--- src/ftes_pkg.sv ---
// Shared constants, types and helpers for the triangle edge span setup
package ftes_pkg;

  localparam int ROWS     = 8;
  localparam int CNT_W    = (ROWS > 1) ? $clog2(ROWS) : 1;
  localparam int LANE_W   = 3;
  localparam int XW       = 12;
  localparam int CW       = 16;
  localparam int MAG_W    = 16;
  localparam int TY_W     = 18;
  localparam int Q_W      = 32;
  localparam int S_W      = 34;
  localparam int V_W      = 56;
  localparam int FRAC     = 20;
  localparam int QDEPTH   = 2;
  localparam int QPTR_W   = 1;
  localparam int DIV_STEP = 4;
  localparam int DIV_CYC  = Q_W / DIV_STEP;
  localparam int DCNT_W   = $clog2(DIV_CYC);
  localparam int CFG_IDX_W = 1;

  localparam logic [XW-1:0]        XMAX = '1;
  localparam logic [FRAC-1:0]      HALF = {1'b1, {(FRAC-1){1'b0}}};
  localparam logic [CFG_IDX_W-1:0] CFG_TILE_X = 1'b0;
  localparam logic [CFG_IDX_W-1:0] CFG_TILE_Y = 1'b1;

  // One classified triangle waiting for the back end
  typedef struct packed {
    logic                   degen;
    logic                   last;
    logic signed [TY_W-1:0] ty;
    logic signed [TY_W-1:0] dxo;
    logic                   lneg;
    logic [MAG_W-1:0]       lnum;
    logic [MAG_W-1:0]       lden;
    logic                   rneg;
    logic [MAG_W-1:0]       rnum;
    logic [MAG_W-1:0]       rden;
  } item_t;

  // Round Q.20 to nearest, ties to even, clamp to 0..XMAX
  function automatic logic [XW-1:0] round_clamp(input logic signed [V_W-1:0] v);
    logic [V_W-FRAC-1:0] q;
    logic [FRAC-1:0]     r;
    logic                up;
    logic [V_W-FRAC:0]   qr;
    logic [XW-1:0]       res;
    q  = v[V_W-1:FRAC];
    r  = v[FRAC-1:0];
    up = (r > HALF) || ((r == HALF) && q[0]);
    qr = {1'b0, q} + {{(V_W-FRAC){1'b0}}, up};
    if (v <= 0) begin
      res = '0;
    end else if (qr > {{(V_W-FRAC+1-XW){1'b0}}, XMAX}) begin
      res = XMAX;
    end else begin
      res = qr[XW-1:0];
    end
    return res;
  endfunction

endpackage

--- src/ftes_front.sv ---
// Front end: tile registers, command transfer and triangle classification
module ftes_front (
  input  logic                              clk_i,
  input  logic                              rst_ni,
  input  logic                              cfg_we_i,
  input  logic [ftes_pkg::CFG_IDX_W-1:0]    cfg_idx_i,
  input  logic [ftes_pkg::XW-1:0]           cfg_data_i,
  input  logic                              take_i,
  input  logic                              opcode_i,
  input  logic signed [ftes_pkg::CW-1:0]    ax_i,
  input  logic signed [ftes_pkg::CW-1:0]    ay_i,
  input  logic signed [ftes_pkg::CW-1:0]    bx_i,
  input  logic signed [ftes_pkg::CW-1:0]    by_i,
  input  logic signed [ftes_pkg::CW-1:0]    cx_i,
  input  logic signed [ftes_pkg::CW-1:0]    cy_i,
  input  logic                              last_triangle_i,
  output logic                              push_o,
  output ftes_pkg::item_t                   item_o
);

  typedef enum logic {OP_FLAT_BOTTOM, OP_FLAT_TOP} op_e;

  logic [ftes_pkg::XW-1:0] tile_x_q, tile_y_q;
  logic signed [ftes_pkg::CW:0]     ldx, ldy, rdx, rdy;
  logic signed [ftes_pkg::CW-1:0]   apx, apy;
  logic signed [ftes_pkg::CW:0]     ldx_m, ldy_m, rdx_m, rdy_m;
  logic signed [ftes_pkg::TY_W-1:0] tx;

  // Hold the tile origin registers
  always_ff @(posedge clk_i or negedge rst_ni) begin
    if (!rst_ni) begin
      tile_x_q <= '0;
      tile_y_q <= '0;
    end else if (cfg_we_i) begin
      case (cfg_idx_i)
        ftes_pkg::CFG_TILE_X: tile_x_q <= cfg_data_i;
        ftes_pkg::CFG_TILE_Y: tile_y_q <= cfg_data_i;
        default: ;
      endcase
    end
  end

  // Pick apex and edge deltas by triangle kind
  always_comb begin
    if (op_e'(opcode_i) == OP_FLAT_TOP) begin
      apx = cx_i;
      apy = cy_i;
      ldx = (ftes_pkg::CW+1)'(ax_i) - (ftes_pkg::CW+1)'(cx_i);
      ldy = (ftes_pkg::CW+1)'(ay_i) - (ftes_pkg::CW+1)'(cy_i);
      rdx = (ftes_pkg::CW+1)'(bx_i) - (ftes_pkg::CW+1)'(cx_i);
      rdy = (ftes_pkg::CW+1)'(by_i) - (ftes_pkg::CW+1)'(cy_i);
    end else begin
      apx = ax_i;
      apy = ay_i;
      ldx = (ftes_pkg::CW+1)'(bx_i) - (ftes_pkg::CW+1)'(ax_i);
      ldy = (ftes_pkg::CW+1)'(by_i) - (ftes_pkg::CW+1)'(ay_i);
      rdx = (ftes_pkg::CW+1)'(cx_i) - (ftes_pkg::CW+1)'(ax_i);
      rdy = (ftes_pkg::CW+1)'(cy_i) - (ftes_pkg::CW+1)'(ay_i);
    end
  end

  // Take magnitudes and tile offsets
  always_comb begin
    ldx_m = ldx[ftes_pkg::CW] ? -ldx : ldx;
    ldy_m = ldy[ftes_pkg::CW] ? -ldy : ldy;
    rdx_m = rdx[ftes_pkg::CW] ? -rdx : rdx;
    rdy_m = rdy[ftes_pkg::CW] ? -rdy : rdy;
    tx = $signed({2'b00, tile_x_q, 4'b0000}) - ftes_pkg::TY_W'(8);

    item_o.degen = (ldy == '0) || (rdy == '0);
    item_o.last  = last_triangle_i;
    item_o.ty    = $signed({2'b00, tile_y_q, 4'b1000}) - ftes_pkg::TY_W'(apy);
    item_o.dxo   = ftes_pkg::TY_W'(apx) - tx;
    item_o.lneg  = ldx[ftes_pkg::CW] ^ ldy[ftes_pkg::CW];
    item_o.lnum  = ldx_m[ftes_pkg::MAG_W-1:0];
    item_o.lden  = ldy_m[ftes_pkg::MAG_W-1:0];
    item_o.rneg  = rdx[ftes_pkg::CW] ^ rdy[ftes_pkg::CW];
    item_o.rnum  = rdx_m[ftes_pkg::MAG_W-1:0];
    item_o.rden  = rdy_m[ftes_pkg::MAG_W-1:0];
  end

  assign push_o = take_i;

endmodule

--- config.mk ---
export PLATFORM = sky130hd
export DESIGN_NAME = ftes_front
export DESIGN_NICKNAME = d
export VERILOG_FILES = /design/src/ftes_pkg.sv /design/src/ftes_front.sv
export SDC_FILE = /design/constraint.sdc
export NUM_CORES = 1
export LEC_CHECK = 0
export BUFFER_PORTS_ARGS = -buffer_cell sky130_fd_sc_hd__buf_2
export CORE_ASPECT_RATIO = 2
export CORE_UTILIZATION = 40
export DETAILED_ROUTE_END_ITERATION = 16
export SLEW_MARGIN = 20
export SYNTH_ARGS = -nofsm -noshare
export SYNTH_HDL_FRONTEND = slang
export SYNTH_SLANG_ARGS = --single-unit
--- constraint.sdc ---
create_clock -name clk_i -period 4.4 [get_ports clk_i]
set_input_delay 0.22 -clock clk_i [delete_from_list [all_inputs] [get_ports clk_i]]
set_output_delay 0.22 -clock clk_i [all_outputs]
set_load 0.05 [all_outputs]
After elaboration in Yosys (flattened, before gate mapping)

Index checks and enable logic that the tools add are counted.

Bits in registers: 24
Latch bits: 0
Memory bits (writable): 0
Memory bits (read-only): 0
Input bits: 115
Output and inout bits: 105
Word-level logic and storage cells: 35
Memories kept: 0

$add $sub $neg: 15
Multipliers: 0
Div/mod/pow operators: 0
Magnitude comparators: 0
Eq/ne operators: 0
Shifts and indexed selects: 0
Multiplexer cells: 10
Bitwise gates (word level): 3
Reduce and logical (&&, ||, !) cells: 5

Operators with widths:

| kind                                               | count |
|---|---|
| subtractor 16 x 16 -> 17 bit                       | 8 |
| two-way mux 16 bit                                 | 6 |
| two-way mux 17 bit                                 | 4 |
| negator 16 bit                                     | 4 |
| zero test 17 bit                                   | 2 |
| subtractor 16 x 17 -> 18 bit                       | 1 |
| subtractor 17 x 16 -> 18 bit                       | 1 |
| subtractor 16 x 4 -> 17 bit, second input constant | 1 |
| AND reduction 2 bit                                | 2 |
| XOR 1 bit                                          | 2 |
| logical OR 1 bit                                   | 1 |
| NOT 1 bit                                          | 1 |

Depth between registers and ports, before layout

Depth after elaboration: 4
Depth in mapped cells: 19
Depth with buffers taken out: 13

Least setup slack after synthesis

OpenSTA, ideal clock, no wires.

Kind: input port to output port
From: in opcode_i
To: out item_o[99] (netlist bit)
Data arrival time: 4.209 ns
Data required time: 4.180 ns
Slack: -0.029 ns
Stages: 15
Path buffers: 7
Cells stage by stage: buf_2 buf_2 buf_2 buf_2 buf_1 buf_2 buf_1 mux2i_1 ha_1 a21oi_1 a21oi_1 o31a_1 a211o_1 a21o_1 xnor2_1

RTL lines:

| element            | line             | text |
|---|---|---|
| start: declaration | ftes_front.sv:9  | `input logic opcode_i,` |
| end: declaration   | ftes_front.sv:18 | `output ftes_pkg::item_t item_o` |

==> flow_metrics.tcl <==
set metrics [dict create \
    synth_top_area_cell "ha_1" \
    finalCritPeriodShare 0.945 \
    multi_input_area_um2 9750 \
    max_freq_mhz 241 \
    cts_buffers 3 \
    ios 220 \
    synthTopCellsByArea "ha_1 18%, xnor2_1 9.3%, dfrtp_1 5.4%" \
    ir_drop_mv 0.378 \
    rows 85 \
    p_leak_nw 5.99 \
    maxCapViolations 0 \
    clock_latency_ns 0.25 \
    area_growth_pct 14.4 \
    vias 12324 \
    arrival_ns 3.94 \
    post-place-ws_ns 0.0430 \
    clockBufferDepth 2 \
    dp_hpwl_um 40200 \
    avgSynthCellArea_um2 7.28 \
    grt_pass1_wl_um 69500 \
    grt_pass1_vias 12648 \
    synth_top_family_by_area "compound AO/OA/AOI/OAI gates" \
    grt_busiest_layer "met2" \
    crit_type "in -> out" \
    synth_edf_count 0 \
    io_buffers 215 \
    yosys-top-cells-count "163 x ha_1, 128 x inv_1, 117 x xnor2_1, 109 x nand2_1, 105 x a21oi_1" \
    setup_viol 0 \
    track_usage 0.325 \
    p_per_area_nw_per_um2 347 \
    drv_slew 0 \
    use_met2 0.662 \
    gr-usage-met3 0.0228 \
    finalCriticalPeriod_ns 4.16 \
    muxShareOfSynthArea 0.0686 \
    nets 1996 \
    dpl.cell_count 2051 \
    ff2ff_setup_slack_ns 3.55 \
    avgRoutedWirePerCell_um 22.8 \
    fin_skew_ns 0 \
    drt-total-wl_um 46800 \
    synth_fa_ha_area_frac 0.201 \
    synth-simple-area-share 0.191 \
    syn_area_um2 11100 \
    grt_max_degree 55 \
    die_area_um2 28400 \
    worst_setup_path_start_kind "input pin" \
    path_max_fanout 13 \
    worst_slack_ns 0.243 \
    synth_fp_nets 1805 \
    ys_warn_count 0 \
    nFillCells 2890 \
    ys_seq_elements 24 \
    final-seq-area_um2 601 \
    viasPerCell 5.99 \
    synth_largest_type_area_fraction 0.184 \
    relSlewSlack 0.196 \
    hold_class "in -> reg" \
    drtPass1Iterations 5 \
    core_area_um2 27000 \
    root_buffer "clkbuf_16" \
    yosysUniqueCellTypes 83 \
    synth.most_common_cell "ha_1" \
    path_clk_slew_ns 0.06 \
    rsz0062_at_grt "no" \
    synth_compound_area_frac 0.292 \
    outcome "finished clean" \
    dieHeight_um 237 \
    grt-ovfl-total 0 \
    diodes 0 \
    drive_above_1_share 0.174 \
    drt.antenna.violating_nets 0 \
    synthCells 1518 \
    start_util 0.409 \
    drc 0 \
    synth_xor_area_frac 0.128 \
    synthFlopType "dfrtp_1" \
    place.gp.congestion 1.04 \
    ys_seq_area_frac 0.0543 \
    worst_pin_slew_ns 1.19 \
    h-tree-depth 1 \
    ys_async_sr_fraction 1.00 \
    clock-sinks 24 \
    die_x_um 120 \
    antenna_found_initial 0 \
    postCtsSetupBuffers 0 \
    cts_tree "yes" \
    hold_viol_final 0 \
    required_ns 4.18 \
    gr-usage-met1 0.258 \
    layout.cells.non_filler 2056 \
    drt_iter0_drc 644 \
    crit_path_end_kind "output pin" \
]
==> sequential cells by signal, summed over array words and instances, names as in the netlist <==
| register | cells |
|---|---|
| tile_y_q | 12 |
| tile_x_q | 12 |
==> through the flow <==
stage / hold slack [ns] / total power, mW / TNS, ns / utilization / area (um^2)
finish: 0.218 / 4.38 / 0 / 0.468 / 12700
global route: 0.213 / 4.63 / 0 / 0.468 / 12700
CTS: 0.216 / 4.37 / 0 / 0.468 / 12600
detailed placement: 0.227 / 4.10 / 0 / 0.464 / 12500
global placement: 0.223 / 4.09 / 0 / 0.464 / 12500
floorplan: -0.0756 / 3.13 / -0.0194 / - / 11100
==> logic make-up (layout without fill, tap and decap cells) <==
logic type	Yosys count	in the layout
muxes	72	72
AOI/OAI and AO/OA	481	481
xor gates and xnor gates	162	162
and+or+nand+nor	423	423
buffers and inverters	184	374
DFF	24	24
adders and majority gates	172	172
==> metal layers <==
metal	part of all wire	wire, um
met1	0.30	13800
met5	0	0
met2	0.56	26200
met3	0.031	1430
met4	0.11	5350
==> critical path, cell delays in order <==
cell and delay, ns:
buf_2 0.14, inv_1 0.07, ha_1 0.52, a21oi_1 0.31
o21a_1 0.34, a311oi_1 0.17, or3_1 0.38, a21oi_1 0.53
nor3b_1 0.23, nor4_1 0.41, a31oi_1 0.16, xnor2_1 0.17
buf_2 0.28
==> cell type report <==
| type | instances | area share |
|---|---|---|
| Clock buffer | 3 | 0.00593 |
| Clock inverter | 1 | 0.00237 |
| Inverter | 129 | 0.0383 |
| Multi-Input combinational cell | 1310 | 0.771 |
| Sequential cell | 24 | 0.0475 |
| Tap cell | 348 | 0.0344 |
| Timing Repair Buffer | 241 | 0.101 |
==> placed cells by master, fill, tap and decap left out, types with 24 or more instances in the layout <==
| cell type | instances |
|---|---|
| a21o_1 | 36 |
| a21oi_1 | 105 |
| buf_2 | 214 |
| buf_4 | 26 |
| dfrtp_1 | 24 |
| ha_1 | 163 |
| inv_1 | 128 |
| mux2_2 | 30 |
| mux2i_1 | 42 |
| nand2_1 | 109 |
| nand3_1 | 28 |
| nor2_1 | 92 |
| nor2b_1 | 27 |
| nor3_1 | 49 |
| o21a_1 | 27 |
| o21ai_0 | 103 |
| o31ai_1 | 25 |
| xnor2_1 | 116 |
| xor2_1 | 45 |
==> timing repair <==
item / in CTS / in global routing
endpoints found under the setup margin: 0 / 16
endpoints found under the hold margin: 24 / 0
hold buffers: 1 / 0
gates resized for setup: 0 / 2
==> power by group <==
| part | internal [mW] | switching [mW] |
|---|---|---|
| Combinational | 1.14 | 2.70 |
| Sequential | 0.253 | 0.0333 |
| Clock | 0.181 | 0.0742 |
| Total | 1.57 | 2.81 |
==> final timing paths <==
path / startpoint / endpoint / cells after the start
worst min register to register: tile_y_q[11]$_DFFE_PN0P_ / tile_y_q[11]$_DFFE_PN0P_ / 1
worst min-delay path: cfg_data_i[9] / tile_y_q[9]$_DFFE_PN0P_ / 2
max in group asynchronous: rst_ni / tile_y_q[1]$_DFFE_PN0P_ / 2
worst max register to register: tile_x_q[0]$_DFFE_PN0P_ / tile_x_q[0]$_DFFE_PN0P_ / 2
min in group asynchronous: rst_ni / tile_y_q[10]$_DFFE_PN0P_ / 2
worst max-delay path: ay_i[4] / item_o[15] / 13
(Power assumes the default switching activity.)
