File: config.mk
export PLATFORM = sky130hd
export DESIGN_NAME = ftes_queue
export DESIGN_NICKNAME = d
export VERILOG_FILES = /design/src/ftes_pkg.sv /design/src/ftes_queue.sv
export SDC_FILE = /design/constraint.sdc
export NUM_CORES = 1
export LEC_CHECK = 0
export BUFFER_PORTS_ARGS = -buffer_cell sky130_fd_sc_hd__buf_2
export CAP_MARGIN = 20
export CORE_ASPECT_RATIO = 0.7
export CORE_MARGIN = 8
export CORE_UTILIZATION = 56
export DETAILED_ROUTE_END_ITERATION = 8
export PLACE_DENSITY = 0.81
export SLEW_MARGIN = 40
export SYNTH_ARGS = -nofsm -noshare
export SYNTH_HDL_FRONTEND = slang
export SYNTH_SLANG_ARGS = --single-unit
File: constraint.sdc
create_clock -name clk_i -period 9.3 [get_ports clk_i]
set_input_delay 0 -clock clk_i [delete_from_list [all_inputs] [get_ports clk_i]]
set_output_delay 0 -clock clk_i [all_outputs]
set_load 0.02 [all_outputs]
File: src/ftes_pkg.sv
// Shared constants, types and helpers for the triangle edge span setup
package ftes_pkg;

  localparam int ROWS     = 8;
  localparam int CNT_W    = (ROWS > 1) ? $clog2(ROWS) : 1;
  localparam int LANE_W   = 3;
  localparam int XW       = 12;
  localparam int CW       = 16;
  localparam int MAG_W    = 16;
  localparam int TY_W     = 18;
  localparam int Q_W      = 32;
  localparam int S_W      = 34;
  localparam int V_W      = 56;
  localparam int FRAC     = 20;
  localparam int QDEPTH   = 2;
  localparam int QPTR_W   = 1;
  localparam int DIV_STEP = 4;
  localparam int DIV_CYC  = Q_W / DIV_STEP;
  localparam int DCNT_W   = $clog2(DIV_CYC);
  localparam int CFG_IDX_W = 1;

  localparam logic [XW-1:0]        XMAX = '1;
  localparam logic [FRAC-1:0]      HALF = {1'b1, {(FRAC-1){1'b0}}};
  localparam logic [CFG_IDX_W-1:0] CFG_TILE_X = 1'b0;
  localparam logic [CFG_IDX_W-1:0] CFG_TILE_Y = 1'b1;

  // One classified triangle waiting for the back end
  typedef struct packed {
    logic                   degen;
    logic                   last;
    logic signed [TY_W-1:0] ty;
    logic signed [TY_W-1:0] dxo;
    logic                   lneg;
    logic [MAG_W-1:0]       lnum;
    logic [MAG_W-1:0]       lden;
    logic                   rneg;
    logic [MAG_W-1:0]       rnum;
    logic [MAG_W-1:0]       rden;
  } item_t;

  // Round Q.20 to nearest, ties to even, clamp to 0..XMAX
  function automatic logic [XW-1:0] round_clamp(input logic signed [V_W-1:0] v);
    logic [V_W-FRAC-1:0] q;
    logic [FRAC-1:0]     r;
    logic                up;
    logic [V_W-FRAC:0]   qr;
    logic [XW-1:0]       res;
    q  = v[V_W-1:FRAC];
    r  = v[FRAC-1:0];
    up = (r > HALF) || ((r == HALF) && q[0]);
    qr = {1'b0, q} + {{(V_W-FRAC){1'b0}}, up};
    if (v <= 0) begin
      res = '0;
    end else if (qr > {{(V_W-FRAC+1-XW){1'b0}}, XMAX}) begin
      res = XMAX;
    end else begin
      res = qr[XW-1:0];
    end
    return res;
  endfunction

endpackage

File: src/ftes_queue.sv
// Short queue between front and back end
module ftes_queue (
  input  logic            clk_i,
  input  logic            rst_ni,
  input  logic            push_i,
  input  ftes_pkg::item_t item_i,
  input  logic            pop_i,
  output logic            full_o,
  output logic            valid_o,
  output ftes_pkg::item_t item_o
);

  localparam int CNT_QW = $clog2(ftes_pkg::QDEPTH + 1);

  ftes_pkg::item_t                 mem_q [ftes_pkg::QDEPTH];
  logic [ftes_pkg::QPTR_W-1:0]     wr_q, rd_q;
  logic [CNT_QW-1:0]               cnt_q;

  assign full_o  = (cnt_q == CNT_QW'(ftes_pkg::QDEPTH));
  assign valid_o = (cnt_q != '0);
  assign item_o  = mem_q[rd_q];

  // Store entries
  always_ff @(posedge clk_i) begin
    if (push_i) begin
      mem_q[wr_q] <= item_i;
    end
  end

  // Advance pointers and fill count
  always_ff @(posedge clk_i or negedge rst_ni) begin
    if (!rst_ni) begin
      wr_q  <= '0;
      rd_q  <= '0;
      cnt_q <= '0;
    end else begin
      if (push_i) wr_q <= wr_q + 1'b1;
      if (pop_i)  rd_q <= rd_q + 1'b1;
      if (push_i && !pop_i)      cnt_q <= cnt_q + 1'b1;
      else if (pop_i && !push_i) cnt_q <= cnt_q - 1'b1;
    end
  end

endmodule

# --- After elaboration in Yosys (flattened, before gate mapping) ---
# Memory sizes are Yosys's and may differ from the RTL's.
# Cells that the tools add are included.
classes:
  n_reduce_logical: 6
  n_eq_ne: 1
  add_sub_neg: 4
  muxes: 4
ops:
  columns: ["operator", "n"]
  rows:
  - ["two-way mux 2 bit", 2]
  - ["nonzero test 2 bit", 2]
  - ["adder 1 bit, second input constant", 2]
  - ["adder 2 x 1 -> 2 bit, second input constant", 1]
  - ["== test 2 bit, second input constant", 1]
  - ["logical AND 1 bit", 2]
  - ["logical NOT 1 bit", 2]
  - ["two-way mux 1 bit", 2]
  - ["subtractor 2 x 1 -> 2 bit, second input constant", 1]
word_totals:
  regBits: 4
  ram_bits: 208
  mem_count: 1
  inputBits: 108
mem_list:
  columns: ["memory", "words", "word_bits", "read_ports", "rd_ports_with_merged_regs", "write_ports", "line_no", "text"]
  rows:
  - ["mem_q", 2, 104, 1, 0, 1, "ftes_queue.sv:15", "ftes_pkg::item_t mem_q [ftes_pkg::QDEPTH];"]

# --- Depth between registers and ports, before layout ---
# Gate-level depths: netlist (run 1).
depth:
  ltp_word: 4
  mapped_depth: 5
  depth_no_buf: 5

# --- Worst setup path before layout (run 1) ---
# No wires, ideal clock.
synth_timing:
  kind: "register to register"
  startpoint: "register wr_q"
  endpoint: "memory mem_q[0][0] (netlist bit), enable pin"
  stages_incl_launch_ff: 2
  arrival_ns: 5.004
  n_path_buf: 0
  slack_ns: 3.716
  cell_sequence: "dfrtp_1 -> nor2b_1"
synth_lines:
  columns: ["item", "line_no", "text"]
  rows:
  - ["start: declaration", "ftes_queue.sv:16", "logic [ftes_pkg::QPTR_W-1:0] wr_q, rd_q;"]
  - ["start signal: assignment", "ftes_queue.sv:37", "if (push_i) wr_q <= wr_q + 1'b1;"]
  - ["end: declaration", "ftes_queue.sv:15", null]
# Straight into the memory's write port.

==> results.toml, run 1 <==
[floorplanning]
coreArea_sq_um = 13900
die_h_microns = 116
die_area_sq_um = 18300
start_util_pct = 57.3
die_w_microns = 158
row_count = 36
ios = 214

[timing]
tns_ns = 0
skew_ns = 0.0154
setup_ws_ns = 6.83
fmax_mhz = 406
worst_slew_pin_slew_ns = 0.681
fin_crit_sh_pct = 26.5
maxSlewHeadroom_pct = 54.6
rsz0062_at_grt = "false"
hold_viol_final = 0
drv_slew = 0
min_period_ns = 2.47
setup_viol = 0
whs_ns = 0.242

[placement]
gp_congestion = 0.746
io_buffers = 213
dp_slack_ns = 7.10
dp_hpwl_microns = 10700

[setup_path]
critPathSlowestCell = "dfrtp_4"
r2r_end = "mem_q[1][75]"
rrSetupSlack_ns = 7.31
criticalPathCategory = "register to output pin"
critPathMaxFanout = 38
cp_num_buf_inv = 2
endpoint = "item_o[84]"
cp_num_cells = 3
start_kind = "register"
cp.arrival_ns = 2.47
crit_path_start = "rd_q"
worstPathCellList = "buf_4 -> mux2_2 -> buf_2"
ff2ff_path_depth = 2
cpPeakStageDelay_ns = 0.72
cp-end-kind = "output pin"
worstReg2RegStart = "wr_q"
worstPathRequired_ns = 9.30
path_delay_family = "buffers and inverters"

[clock_network]
cts.htree.levels = 1
cts_tree = "yes"
cts_sinks = 212
cts-root-buf = "clkbuf_16"
clk_pin_slew_worst_paths_ns = 0.06
numCtsBuffers = 20
clk_latency_ns = 0.48
cts_setup_buffers = 0
clk_path_buf_depth = 3
ctsResizeCount = 0

[pwr]
total_leakage_power_nw = 4.29
power.density_nw_per_um2 = 292
peakVddDrop_mv = 0.190

[global_routing]
grt.total_usage_pct = 19.6
antenna_found_initial = 1
grt_max_degree = 64
grt_pass1_wl_microns = 27400
grt_pass1_vias = 4879
grt_overflow = 0

[synthesis]
synth_seq_cells = 212
synth_seq_area_share_pct = 79.9
synth.distinct_cells = 16
yosys_warnings = 0
synth_cells = 340
syn_nets = 449
synth_area_sq_um = 7950
syn_area_per_cell_sq_um = 23.4

[finish]
layout_commonest_cell = "buf_2"
syn_to_final_growth_pct = 36.6
final_cell_mix = "buf_2 (213), edfxtp_1 (208), dlygate4sd3_1 (108), mux2_2 (54), mux2_4 (50)"
nets = 786
drive_gt1_share_pct = 50.9

[route]
routed_wl_microns = 18200
remaining_drc_errors = 0
drt_pass1_iterations = 4
first_iter_violations = 319
wl_per_cell_microns = 20.7
via_per_inst = 5.03
vias = 4428
postRouteAntennaNets = 0

[job]
cap_viol_max_count = 0

[hold_path]
hp-class = "primary input to register"

[outcome]
status = "finished clean"
state kept, by name, summed over array words and instances (netlist names):
name   count
mem_q    208
cnt_q      2
rd_q       1
wr_q       1
worst min path at each step:
stage	start	end	slack (ns)	cells past startpoint
floorplan	rst_ni	cnt_q[0]	-0.30	0
global placement	rst_ni	cnt_q[1]	-0.19	1
detailed placement	rst_ni	cnt_q[1]	-0.19	1
CTS	item_i[99]	mem_q[1][99]	0.23	2
global route	item_i[59]	mem_q[0][59]	0.24	2
finish	item_i[81]	mem_q[0][81]	0.24	2
layout make-up:
cell class              instances  area [sq um]
clock inverters                 9          37.5
flip-flops and latches        212          6350
well taps                     190           238
fillers                       742          3020
multi-input cells             115          1450
clock buffers                  26           544
diodes                          1          2.50
repair buffers                327          2230
inverters                       1          3.75
cells by family (layout without fill, tap and decap cells):
kind of cell	count (synthesis)	after routing	synth area share, %
flip-flops	212	212	79.9
multiplexers	104	104	17.1
buffers and inverters	13	363	1.95
XOR/XNOR	5	5	0.551
AND/OR/NAND/NOR	5	5	0.362
adder cells (fa/ha/maj)	1	1	0.157
other	0	1	0
where the power goes:
| part | total (mW) | internal, mW | switching (mW) |
|---|---|---|---|
| clock network | 0.735 | 0.411 | 0.324 |
| registers | 1.35 | 1.27 | 0.0786 |
| logic | 1.08 | 0.468 | 0.615 |
| total | 3.17 | 2.15 | 1.02 |
routing by layer:
metal	global-route usage [%]	wire (microns)	up-vias
met2	34.5	9360	210
met5	0	0	-
met3	5.40	1560	27
met1	23.8	6980	2170
li1	-	-	2021
met4	4.63	330	0
per-stage QoR:
step	total power [mW]	std cells	utilization (%)	area [sq um]
floorplan	2.14	340	-	7950
global placement	2.37	734	65.8	9130
detailed placement	2.41	737	66.2	9180
CTS	3.17	880	78.2	10800
global route	3.29	881	78.3	10900
finish	3.17	881	78.3	10900
cell usage after synthesis, drive strengths merged:
library cell,number,area (sq um)
and2,1,6.26
buf,12,151
dfrtp,4,100
edfxtp,208,6250
ha,1,12.5
inv,1,3.75
mux2,104,1360
nor2,1,3.75
nor2b,2,12.5
or2,1,6.26
xnor2,1,8.76
xor2,4,35.0
repair_timing:
action,in CTS,in global routing
endpoints found under the setup margin,0,0
hold endpoints to repair,217,0
hold buffers,108,0
Note: power is estimated with default switching activity, not from simulation.
==> run 2: changes to the inputs <==
Settings changed: CORE_UTILIZATION 56 to 47, PLACE_DENSITY 0.81 to 0.72.
Clock period 9.3 ns to 2.2 ns, I/O delays scaled along.
==> run 2 against run 1 <==
Effect of this change: sequential power increased to 4.1 times the previous value; critical path depth did not move; final area grew 0.99%; sequential share of layout area down 0.57 points; non-clock buffer count unchanged; largest power group unchanged.
==> results.toml, run 2 (same netlist as run 1, synthesis figures left out) <==
[route]
via_per_inst = 4.77
remaining_drc_errors = 0
vias = 4376
first_iter_violations = 209
routed_wl_microns = 17300
wl_per_cell_microns = 18.9
drt_pass1_iterations = 6
postRouteAntennaNets = 0

[timing]
setup_viol = 0
worst_slew_pin_slew_ns = 0.400
hold_viol_final = 0
drv_slew = 0
rsz0062_at_grt = "false"
skew_ns = 0.00847
whs_ns = 0.239
setup_ws_ns = 0.344
fin_crit_sh_pct = 84.4
maxSlewHeadroom_pct = 73.3
fmax_mhz = 539
min_period_ns = 1.86

[finish]
diodes = 0
regMostFlops = "mem_q"
layout_commonest_cell = "buf_2"
largest_register_ffs = 208
syn_to_final_growth_pct = 38.0
instances_no_fill = 917
final_area_sq_um = 11000
nets = 787
top_regs = "mem_q: 208 flops, cnt_q: 2 flops"
drive_gt1_share_pct = 50.9
nFillCells = 1115
final_cell_mix = "buf_2 (213), edfxtp_1 (208), dlygate4sd3_1 (108), mux2_2 (54), mux2_4 (50)"

[floorplanning]
coreArea_sq_um = 16400
ios = 214
die_area_sq_um = 21400
start_util_pct = 48.3
die_h_microns = 125
row_count = 39
die_w_microns = 171

[outcome]
status = "finished clean"

[global_routing]
grt.total_usage_pct = 15.6
grt_overflow = 0
grt_max_degree = 64
grt_pass1_vias = 4939
antenna_found_initial = 0
grt_pass1_wl_microns = 26400

[clock_network]
cts_tree = "yes"
clk_pin_slew_worst_paths_ns = 0.06
ctsResizeCount = 0
cts-root-buf = "clkbuf_16"
cts.htree.levels = 1
cts_sinks = 212
clk_latency_ns = 0.47
numCtsBuffers = 21
clk_path_buf_depth = 3

[setup_path]
criticalPathCategory = "register to output pin"
critPathMaxFanout = 63
r2r_end = "mem_q[1][59]"
ff2ff_path_depth = 2
start_kind = "register"
worstPathRequired_ns = 2.20
rrSetupSlack_ns = 0.65
worstReg2RegStart = "wr_q"
cp-end-kind = "output pin"
cp.arrival_ns = 1.86

[placement]
place_area_sq_um = 9280
dp_hpwl_microns = 11100
gp_congestion = 0.747
dp_slack_ns = 0.667
io_buffers = 213
dp_cells = 772

[pwr]
switchingPower_mw = 4.25
power_switching_share_pct = 31.6
total_leakage_power_nw = 4.31
power.density_nw_per_um2 = 1230
p_int_mw = 9.22
pwr-share-clk_pct = 23.6
seqPwrFrac_pct = 41.4
pwr-share-comb_pct = 35.0
peakVddDrop_mv = 0.742

[hold_path]
hold_depth = 2
hp-start = "item_i[75]"
hp-class = "primary input to register"
holdPathEnd = "mem_q[0][75]"

[job]
cap_viol_max_count = 0
[run 2: changes by cell type in the layout (fill, tap and decap cells not counted), sizes merged]
cell,before,now
clkinv,9,6
diode,1,0
clkbuf,26,31
[run 2: worst max-delay path: stages (launching register included)]
cell and delay [ns]:
dfrtp_4 0.44, buf_12 0.32, mux2_2 0.39, buf_2 0.17
[run 2: per-stage QoR]
stage	power, mW	setup TNS [ns]	utilization (%)
global route	14.1	0	66.7
floorplan	8.99	-19.78	-
detailed placement	10.3	0	56.4
global placement	10.2	0	56.4
CTS	13.6	0	66.7
finish	13.5	0	66.7
[run 2: per-layer routing]
layer  vias up  wire length [microns]  track usage, %
met5         -                      0               0
met4         0                    340            3.67
met3        29                   1640            5.45
met2       184                   8240            26.2
met1      2137                   7090            19.0
li1       2026                      -               -
[run 2: power by group through the flow]
stage | clock network, mW | logic (mW) | registers (mW)
CTS | 3.28 | 4.79 | 5.57
global placement | 0 | 4.57 | 5.60
finish | 3.18 | 4.72 | 5.57
global route | 3.43 | 5.01 | 5.63
detailed placement | 0 | 4.62 | 5.65
floorplan | 0 | 3.39 | 5.60
[run 2: worst max path at each step]
stage | from | end | slack, ns | cells past startpoint
floorplan | wr_q | mem_q[0][0] | -0.19 | 1
global placement | wr_q | mem_q[1][61] | 0.69 | 2
detailed placement | wr_q | mem_q[1][60] | 0.67 | 2
CTS | rd_q | item_o[8] | 0.31 | 3
global route | rd_q | item_o[8] | 0.27 | 3
finish | rd_q | item_o[90] | 0.34 | 3
[run 2: cell type report]
| cell class | count | area (sq um) | share of cell area, % |
|---|---|---|---|
| clock inverters | 6 | 25.0 | 0.228 |
| well taps | 225 | 282 | 2.57 |
| repair buffers | 327 | 2270 | 20.7 |
| clock buffers | 31 | 583 | 5.32 |
| flip-flops and latches | 212 | 6350 | 57.9 |
| inverters | 1 | 3.75 | 0.0342 |
| multi-input cells | 115 | 1450 | 13.3 |
[run 2: repair_timing]
item	in CTS	in global routing
setup buffers	0	0
hold buffers	108	0
hold endpoints to repair	215	0
==> run 3: changes to the inputs <==
Settings changed: CORE_UTILIZATION 47 to 52, PLACE_DENSITY 0.72 to 0.76.
Clock period 2.2 ns to 1.8 ns, I/O delays scaled along.
==> run 3 against run 2 <==
Effect of this change: final area is 3.2% higher; combinational power up 43%; via count up 2.9%; largest power group unchanged; clock skew grew 0.0074 ns; highest routed layer unchanged; sequential power up 22%; wire length grew 6.4%; cell count is 2.2% lower; worst hold slack improved by 0.0041 ns.
==> results.toml, run 3 (same netlist as run 1, synthesis figures left out) <==
[route]
vias = 4505
remaining_drc_errors = 0
first_iter_violations = 217
drt_pass1_iterations = 4
routed_wl_microns = 18400
via_per_inst = 5.02
postRouteAntennaNets = 0
wl_per_cell_microns = 20.5

[timing]
min_period_ns = 1.80
fin_crit_sh_pct = 99.8
whs_ns = 0.243
hold_viol_final = 0
skew_ns = 0.0158
rsz0062_at_grt = "true"
setup_ws_ns = 0.00414
drv_slew = 0
setup_viol = 0
fmax_mhz = 557
worst_slew_pin_slew_ns = 0.343
tns_ns = 0
maxSlewHeadroom_pct = 77.1

[global_routing]
grt_max_degree = 60
grt.total_usage_pct = 16.9
grt_pass1_vias = 4847
antenna_found_initial = 2
grt_overflow = 0
grt_pass1_wl_microns = 26000

[finish]
regMostFlops = "mem_q"
final_cell_mix = "edfxtp_1 (208), buf_2 (177), dlygate4sd3_1 (108), mux2_2 (53), mux2_4 (51)"
largest_register_ffs = 208
instances_no_fill = 897
top_regs = "mem_q: 208 flops, cnt_q: 2 flops"
drive_gt1_share_pct = 51.6
nets = 796
syn_to_final_growth_pct = 42.5
layout_commonest_cell = "edfxtp_1"

[clock_network]
clk_path_buf_depth = 3
cts.htree.levels = 1
cts_sinks = 212
numCtsBuffers = 20
cts-root-buf = "clkbuf_16"
cts_tree = "yes"
clk_pin_slew_worst_paths_ns = 0.06
clk_latency_ns = 0.48

[hold_path]
hp-class = "primary input to register"

[outcome]
status = "finished clean"

[floorplanning]
coreArea_sq_um = 14800
row_count = 37
die_h_microns = 119
start_util_pct = 53.6
die_w_microns = 164
ios = 214
die_area_sq_um = 19600

[placement]
io_buffers = 213
gp_congestion = 0.747
dp_slack_ns = 0.334
dp_hpwl_microns = 10700
dp_cells = 743

[pwr]
total_leakage_power_nw = 4.48
power.density_nw_per_um2 = 1550
peakVddDrop_mv = 0.916

[setup_path]
worstPathRequired_ns = 1.80
criticalPathCategory = "register to output pin"
start_kind = "register"
cpPeakStageDelay_ns = 0.50
cp.arrival_ns = 1.80
cp-end-kind = "output pin"
critPathMaxFanout = 17
critPathSlowestCell = "dfrtp_4"
worstPathCellList = "buf_12 -> buf_16 -> mux2_4 -> buf_2"

[job]
cap_viol_max_count = 0
## run 3: cell types whose count changed in the layout (fill, tap and decap cells not counted), sizes merged
| cell | previous run | this run |
|---|---|---|
| clkinv | 6 | 7 |
| diode | 0 | 2 |
| bufinv | 0 | 1 |
| buf | 219 | 225 |
## run 3: final timing paths
kind / depth (start not counted) / from / end / slack (ns)
worst min-delay path: 2 / item_i[83] / mem_q[0][83] / 0.24
worst min register to register: 1 / cnt_q[1] / cnt_q[1] / 0.50
worst max-delay path: 4 / rd_q / item_o[45] / 0.004
worst max register to register: 2 / wr_q / mem_q[1][34] / 0.49
min in group asynchronous: 3 / rst_ni / cnt_q[1] / 0.48
max in group asynchronous: 3 / rst_ni / rd_q / 1.12
## run 3: per-stage QoR
stage          instance area (sq um)  total power, mW  utilization [%]
2_1_floorplan                   7950             11.0                -
3_3_place_gp                    9260             12.5             62.5
3_5_place_dp                    9260             12.6             62.5
4_1_cts                        11000             16.8             74.1
5_1_grt                        11300             18.2             76.4
6_report                       11300             17.5             76.4
## run 3: layout make-up
class / count / area, sq um
Sequential cell: 212 / 6350
Multi-Input combinational cell: 115 / 1460
Clock inverter: 8 / 58.8
Clock buffer: 27 / 548
Inverter: 1 / 3.75
Fill cell: 808 / 3500
Timing Repair Buffer: 337 / 2650
Antenna cell: 2 / 5.00
Tap cell: 195 / 244
## run 3: worst max-delay path: cells and delay by family (launching register included)
family / cells / cell delay (ns)
buffers and inverters: 3 / 0.49
DFF: 1 / 0.50
muxes: 1 / 0.32
## run 3: repair_timing
action                                  in CTS  in global routing
hold buffers                               108                  0
cloned                                       0                  5
endpoints found under the setup margin      92                 71
buffers inserted                             2                  2
resized for setup                            5                 67
hold endpoints to repair                   215                  0
## run 3: metal layers
layer | vias to the layer above | global-route usage [%] | part of all wire [%]
li1 | 2046 | - | -
met2 | 189 | 29.7 | 51
met4 | 0 | 3.40 | 1.3
met1 | 2249 | 20.2 | 40
met5 | - | 0 | 0
met3 | 21 | 5.51 | 8.0
## run 3: report_power, final
part	leakage, nW	internal (mW)	switching, mW	total (mW)
Sequential	2.00	6.55	0.258	6.81
Combinational	2.18	3.22	3.55	6.77
Clock	0.296	2.27	1.64	3.92
